===== src/hw/rtl/frt_pkg.sv =====
`default_nettype none
// ---------------------------------------------------------------------------
// frt_pkg
// Shared sizes and request/result types for the fragment reassembly tracker.
// ---------------------------------------------------------------------------
package frt_pkg;

	localparam int FRAG_SHIFT    = 10;
	localparam int FRAGMENT_SIZE = 1 << FRAG_SHIFT;
	localparam int MAX_BLOCKS    = 256;

	localparam int ID_W    = 16;
	localparam int SIZE_W  = 19;
	localparam int BLK_W   = 8;
	localparam int FLEN_W  = 11;
	localparam int POS_W   = FRAG_SHIFT;
	localparam int DATA_W  = 8;
	localparam int ADDR_W  = 18;

	localparam int MAP_W   = $clog2(MAX_BLOCKS);
	localparam int CNT_W   = $clog2(MAX_BLOCKS + 1);
	localparam int NBLK_W  = SIZE_W - FRAG_SHIFT + 1;
	localparam int CMP_W   = SIZE_W + 1;

	typedef struct packed {
		logic signed [ID_W-1:0] transfer_number;
		logic signed [ID_W-1:0] transfer_ident;
		logic [SIZE_W-1:0]      transfer_bytes;
		logic [BLK_W-1:0]       block_index;
		logic [FLEN_W-1:0]      fragment_length;
		logic [POS_W-1:0]       byte_position;
		logic [DATA_W-1:0]      data_byte;
		logic                   last_of_fragment;
	} frt_item_t;

	typedef struct packed {
		logic              write_enable;
		logic [ADDR_W-1:0] write_address;
		logic [DATA_W-1:0] write_data;
		logic              fragment_done;
		logic              fragment_accepted;
		logic              transfer_complete;
		logic              compressed;
		logic [ADDR_W-1:0] payload_bytes;
	} frt_result_t;

endpackage
`default_nettype wire


===== src/hw/rtl/frt_tracker.sv =====
`default_nettype none
// ---------------------------------------------------------------------------
// frt_tracker
// Transfer state, received-block bitmap and the per-byte fragment decision.
// ---------------------------------------------------------------------------
module frt_tracker
	import frt_pkg::*;
(
	input  wire                   clk,
	input  wire                   arst_n,
	input  wire                   cfg_we,
	input  wire signed [ID_W-1:0] cfg_wdata,
	input  wire                   step,
	input  frt_item_t             item,
	output frt_result_t           result
);

	logic signed [ID_W-1:0] exp_id_q;
	logic signed [ID_W-1:0] cur_num_q;
	logic                   started_q;
	logic                   completed_q;
	logic [SIZE_W-1:0]      total_q;
	logic [CNT_W-1:0]       bt_q;
	logic [CNT_W-1:0]       count_q;
	logic [MAX_BLOCKS-1:0]  map_q;
	logic                   acc_q;
	logic                   store_q;
	logic                   comp_q;

	logic signed [ID_W-1:0] exp_id_d;
	logic signed [ID_W-1:0] cur_num_d;
	logic                   started_d;
	logic                   completed_d;
	logic [SIZE_W-1:0]      total_d;
	logic [CNT_W-1:0]       bt_d;
	logic [CNT_W-1:0]       count_d;
	logic [MAX_BLOCKS-1:0]  map_d;
	logic                   acc_d;
	logic                   store_d;
	logic                   comp_d;

	logic                   head;
	logic                   id_ok;
	logic                   in_range;
	logic                   fresh;
	logic [NBLK_W-1:0]      nblk;
	logic [ADDR_W-1:0]      offset;
	logic [CMP_W-1:0]       frag_end;
	logic                   acc_now;
	logic                   store_now;
	logic [SIZE_W-1:0]      pay_full;

	always_comb begin
		exp_id_d    = exp_id_q;
		cur_num_d   = cur_num_q;
		started_d   = started_q;
		completed_d = completed_q;
		total_d     = total_q;
		bt_d        = bt_q;
		count_d     = count_q;
		map_d       = map_q;
		comp_d      = comp_q;
		id_ok       = 1'b0;
		in_range    = 1'b0;
		fresh       = 1'b0;
		head        = (item.byte_position == '0);
		offset      = {item.block_index, {FRAG_SHIFT{1'b0}}};
		frag_end    = CMP_W'(item.fragment_length) + CMP_W'(offset);
		nblk        = NBLK_W'(item.transfer_bytes >> FRAG_SHIFT)
		            + NBLK_W'(|item.transfer_bytes[FRAG_SHIFT-1:0]);
		acc_now     = acc_q;
		store_now   = store_q;

		if (head) begin
			acc_now   = 1'b0;
			store_now = 1'b0;
			if (item.transfer_number != cur_num_q) begin
				cur_num_d   = item.transfer_number;
				started_d   = 1'b0;
				completed_d = 1'b0;
				exp_id_d    = '0;
				bt_d        = '0;
				count_d     = '0;
				map_d       = '0;
			end
			id_ok = (item.transfer_ident == exp_id_d) && !completed_d;
			if (id_ok && !started_d) begin
				started_d = 1'b1;
				total_d   = item.transfer_bytes;
				bt_d      = (nblk > NBLK_W'(MAX_BLOCKS)) ? CNT_W'(MAX_BLOCKS)
				                                          : CNT_W'(nblk);
				count_d   = '0;
				map_d     = '0;
			end
			in_range = id_ok && (CNT_W'(item.block_index) < bt_d);
			fresh    = in_range && !map_d[item.block_index[MAP_W-1:0]];
			acc_now  = in_range;
			if (fresh) begin
				store_now = (frag_end <= CMP_W'(total_d));
				count_d   = count_d + CNT_W'(1);
				map_d[item.block_index[MAP_W-1:0]] = 1'b1;
			end
		end

		result.write_enable  = store_now && (FLEN_W'(item.byte_position) < item.fragment_length);
		result.write_address = result.write_enable ?
		                       (offset + ADDR_W'(item.byte_position)) : '0;
		result.write_data    = result.write_enable ? item.data_byte : '0;
		if (result.write_enable && (result.write_address == '0)) begin
			comp_d = (item.data_byte != '0);
		end

		pay_full                 = total_d - SIZE_W'(1);
		result.fragment_done     = item.last_of_fragment;
		result.fragment_accepted = item.last_of_fragment && acc_now;
		result.transfer_complete = item.last_of_fragment && acc_now && (count_d == bt_d);
		result.compressed        = result.transfer_complete && comp_d;
		if (!result.transfer_complete || (total_d == '0)) begin
			result.payload_bytes = '0;
		end else if (pay_full[SIZE_W-1:ADDR_W] != '0) begin
			result.payload_bytes = '1;
		end else begin
			result.payload_bytes = pay_full[ADDR_W-1:0];
		end

		if (result.transfer_complete) begin
			completed_d = 1'b1;
		end
		acc_d   = item.last_of_fragment ? 1'b0 : acc_now;
		store_d = item.last_of_fragment ? 1'b0 : store_now;
	end

	always_ff @(posedge clk or negedge arst_n) begin
		if (!arst_n) begin
			exp_id_q    <= '0;
			cur_num_q   <= '0;
			started_q   <= 1'b0;
			completed_q <= 1'b0;
			total_q     <= '0;
			bt_q        <= '0;
			count_q     <= '0;
			map_q       <= '0;
			acc_q       <= 1'b0;
			store_q     <= 1'b0;
			comp_q      <= 1'b0;
		end else begin
			if (step) begin
				exp_id_q    <= exp_id_d;
				cur_num_q   <= cur_num_d;
				started_q   <= started_d;
				completed_q <= completed_d;
				total_q     <= total_d;
				bt_q        <= bt_d;
				count_q     <= count_d;
				map_q       <= map_d;
				acc_q       <= acc_d;
				store_q     <= store_d;
				comp_q      <= comp_d;
			end
			if (cfg_we) begin
				exp_id_q <= cfg_wdata;
			end
		end
	end

endmodule
`default_nettype wire


===== config.mk =====
export PLATFORM = sky130hd
export DESIGN_NAME = frt_tracker
export DESIGN_NICKNAME = d
export VERILOG_FILES = /design/src/hw/rtl/frt_pkg.sv /design/src/hw/rtl/frt_tracker.sv
export SDC_FILE = /design/constraint.sdc
export NUM_CORES = 1
export LEC_CHECK = 0
export BUFFER_PORTS_ARGS = -buffer_cell sky130_fd_sc_hd__buf_4
export CAP_MARGIN = 20
export CORE_ASPECT_RATIO = 1.25
export CORE_MARGIN = 5
export CORE_UTILIZATION = 35
export DETAILED_ROUTE_END_ITERATION = 12
export GPL_TIMING_DRIVEN = 1
export PLACE_DENSITY = 0.54
export SLEW_MARGIN = 20
export SYNTH_ARGS = -nofsm -noshare
export SYNTH_HDL_FRONTEND = slang
export SYNTH_SLANG_ARGS = --single-unit

===== constraint.sdc =====
create_clock -name clk -period 32.3 [get_ports clk]
set_input_delay 6.46 -clock clk [delete_from_list [all_inputs] [get_ports clk]]
set_output_delay 6.46 -clock clk [all_outputs]
set_load 0.01 [all_outputs]

Yosys cells after proc, flatten, opt, wreduce, memory -nomap -nowiden. Index checks and enable logic that the tools add are counted.

Bits in registers: 330. Output and inout bits: 49.

Add/sub/neg operators: 5. Magnitude comparators: 6. Equality and inequality tests: 3. Mux-type cells: 43. Bitwise gates (word level): 1. Reduce and logical (&&, ||, !) cells: 27.

Operator list (count): two-way mux 256 bit (4); OR 256 bit (1); two-way mux 9 bit (10); two-way mux 16 bit (5); two-way mux 19 bit (3); two-way mux 18 bit (3); adder 11 x 18 -> 19 bit (1); less-or-equal comparator 19 bit (1); zero test 19 bit (1); subtractor 19 x 1 -> 19 bit (second input constant) (1); adder 18 x 10 -> 18 bit (1); zero test 18 bit (1); equality test 16 bit (1); != test 16 bit (1); two-way mux 1 bit (15); < comparator 10 x 11 -> 1 bit (1); adder 9 x 1 -> 10 bit (1); greater-than comparator 10 x 9 -> 1 bit (second input constant) (1); logical AND 1 bit (10); zero test 10 bit (1); OR reduction 10 bit (1); adder 9 x 1 -> 9 bit (second input constant) (1); equality test 9 bit (1); < comparator 8 x 9 -> 1 bit (1); other kinds (11) (18).

Logic depth before layout (Yosys ltp).
Word-level depth: 20. Gate-level depth with buffers: 30.

Worst setup path before layout. OpenSTA, ideal clock, no wires.

Kind: input to output. Start: input item[40] (netlist bit). End: output result[10] (netlist bit). Arrival: 13149 ps. Required time: 25840 ps. Path slack: 12691 ps. Cell stages on the path: 30. Cells stage by stage: or4_1 > nor4_1 > nand2_1 > ha_1 > ha_1 > and4_1 > nor2_1 > o211ai_1 > a2111o_1 > nor2b_1 > or4_1 > nor2_1 > a22oi_1 > ha_1 > a21o_1 > a221oi_1 > a21oi_1 > o21ai_0 > nand2b_1 > a211o_1 > nor2_1 > a31oi_4 > buf_6 > nor3_1 > mux2i_1 > xnor2_1 > o21ai_0 > nand4_2 > buf_6 > a211oi_2.

RTL lines: from (decl) (RTL line frt_tracker.sv:14) `input frt_item_t item,`; to (decl) (RTL line frt_tracker.sv:15) `output frt_result_t result`.

==> reports/metrics.csv <==
metric;value;unit
startpoint of the worst-slack reg-to-reg timing path;cur_num_q[10];
clock tree root driver cell;clkbuf_16;
vias in the first global route;15000;
first-pass GRT wire length;91800;um
share of the synthesized area in the top cell type;44.7;%
ratio of cells with drive above 1 in the final layout;19.9;%
number of nets in the layout;1983;
most instantiated flip-flop cell in the synthesis netlist;dfrtp_1;
Final setup violation count;0;
IO Count;158;
Placer Congestion;0.900;
area share of and/or/nand/nor cells after synthesis;13.3;%
kind of critical path;primary input to output port;
top post-synthesis cells by count;dfrtp_1, a22o_1, nand2_1;
result of the run;finished clean;
GRT Util Overall;20.0;%
Std-Cell Rows;94;
initial standard-cell utilization of the core;35.2;%
Setup crit start kind;primary input;
core box area;0.0525;mm^2
CTS-repair resized insts;0;
cell depth of the worst flop-to-flop path;21;
via-per-instance ratio;5.90;
post-detailed-placement half-perimeter wirelength;38500;um
transition time at the pin with the least slew margin;1.06;ns
maximum ir drop on the vdd rail;0.0345;mV
highest layer used for signal routing;met4;
DRC errors left;0;
fin area;0.0215;mm^2
met2 layer wire length in the routed design;29200;um
total length of routed wires;59300;um
part of the Yosys area used for sequential elements;44.7;%
xor-xnor portion of the synthesized cell area;3.08;%
number of setup buffers added after CTS;0;
Met1 Routed Length;25300;um
width of the die;215;um
cell taking the most area after synthesis;dfrtp_1;
final global-route overflow total;0;
synthesized area per cell;10.6;um^2
number of routed nets with antenna violations;0;
most repeated cell in the gate-level netlist after synthesis;dfrtp_1;
CTS tree;built;
pin count of the biggest net entering global routing;167;
worst hold slack across all endpoints;0.494;ns
Area Growth Syn to Fin;16.5;%
initial detailed-routing violation count;1241;
leakage power;9.67;nW
Relative slew margins;29.1;%
first drt pass iteration count;5;
Clock H-tree levels;2;
summed instance area of the synthesized netlist;0.0185;mm^2
unique cell type count in the Yosys netlist;87;
Num CTS Buffers;37;
number of hold violations in the final report;0;
total via count in the routed design;14900;
die outline area;0.0575;mm^2
instance area after placement;0.0202;mm^2
synthesized net count;1893;
Worst Hold Class;register to register;
insertion delay to the later sink of the worst-skew pair;0.55;ns
part of the cycle the worst path needs;67.0;%
final core occ;41.0;%
number of cells on the worst hold path;2;
number of antenna violations at the first check in global routing;0;
required arrival time at the worst endpoint;25.84;ns
cell with the largest stage delay on the worst path;nand4_2;
unrepaired setup endpoints after global routing;false;
WP data arrival;15.18;ns
maximum fanout count along the critical path;20;
flip-flop and latch count after synthesis;330;
crit path capture type;output port;
minimum period implied by the final worst setup slack;21.64;ns
Setup Skew;0.0256;ns
biggest cell delay along the critical path;0.65;ns
achievable frequency;0.0462;GHz
met3 wirelength from detailed routing;3050;um
Total Power;0.933;mW
arithmetic-cell share of the synthesized area counting full adders, half adders and majority gates;2.85;%
combinational family with the most area after synthesis;compound AO/OA/AOI/OAI gates;
number of inserted diodes;0;
Reg2Reg Setup Slack;24.51;ns
cts-stage hold buffer count;0;
wire length per cell after detailed routing;23.4;um
number of cells produced by synthesis;1742;
Cell Pwr Density;43.4;mW/mm^2
# clock sinks;330;
EDFF count, synth;0;
top post-synthesis cells by area;dfrtp_1, a22o_1, mux4_2, nand2_1, mux2i_1;
Final Max Tran Viols;0;
compound-gate portion of the synthesized area;22.9;%
warning count from the yosys run;0;
Min-Delay Endpoint;cur_num_q[4];
final-layout setup total negative slack;0;ns
worst min-delay path startpoint;cur_num_q[4];
clock transition time at the flip-flop clock pins of the worst setup and hold paths;0.05;ns
Max Buffers Root-to-Sink;3;
async set-reset flop share out of synthesis;100;%
r2r endpoint;map_q[89];
IO Port Bufs;157;
Die Y-Extent;267;um
mux contribution to synthesized area;9.10;%
Max Cap Violations;0;
## cell families after synthesis
logic type | Yosys count
xor gates and xnor gates | 65
and+or+nand+nor | 476
muxes | 112
DFF | 330
buffers and inverters | 177
adders and majority gates | 42
AOI/OAI and AO/OA | 540
## cell usage in the layout, fill, tap and decap left out, drive strengths merged, types with 7 or more instances in the layout
cell and count:
dfrtp 330, a22o 262, buf 196, nand2 172, o21ai 86, nor2 84, mux2i 55, clkbuf 51
a21oi 44, mux4 43, ha 42, and2 37, nand3 35, nor3 35, xor2 34, inv 34
xnor2 31, a211oi 19, a21o 17, nor4 15, mux2 14, a22oi 13, nand2b 13, nand4 13
o31ai 13, or3 12, nor2b 12, or4 11, a221oi 11, a31oi 10, o22ai 9, or2 8
and3 7, o211ai 7, o21a 7
## worst max-delay path by stage
stage,from,slack [ns],to,depth (start not counted)
6_report,item[40],10.66,result[17],30
4_1_cts,item[40],10.74,result[11],30
3_5_place_dp,item[40],10.77,result[11],30
5_1_grt,item[40],10.09,result[11],29
2_1_floorplan,item[40],12.69,result[10],30
3_3_place_gp,item[40],10.91,result[11],30
## registers in the layout, summed over array words and instances, names as in the netlist, 9 cells and up
signal	count
count_q	9
bt_q	9
map_q	256
total_q	19
cur_num_q	16
exp_id_q	16
## per-stage QoR
stage | cells | setup WS (ns)
finish | 2529 | 10.66
global route | 2529 | 10.09
CTS | 2528 | 10.74
detailed placement | 2464 | 10.77
global placement | 2464 | 10.91
floorplan | 1742 | 12.69
## layer usage
layer,global-route usage [%],up-vias
met3,2.56,101
met4,6.14,0
li1,-,6719
met5,0,-
met2,34.2,464
met1,26.8,7642
## power by group
part           switching [mW]  leakage, nW  internal, mW
clock network           0.177        0.629         0.275
logic                  0.0399         4.46        0.0234
registers             0.00128         4.58         0.415
## worst max-delay path, delay by kind of cell
| kind | cells | cell delay [ns] |
|---|---|---|
| AO/OA/AOI/OAI | 11 | 3.06 |
| adder cells (fa/ha/maj) | 3 | 0.84 |
| buffers and inverters | 2 | 0.30 |
| multiplexers | 1 | 0.35 |
| AND/OR/NAND/NOR | 13 | 4.15 |
## area by class of cell
class                      instances  area [um^2]
sequential                       330         8260
clock buffer                      51         1050
inverter                          32          120
tap                              672          841
clock inverter                    13          226
fill                            5028        31000
timing repair buffer             196         1500
multi-input combinational       1235         9510
Note: power is estimated with default switching activity, not from simulation.
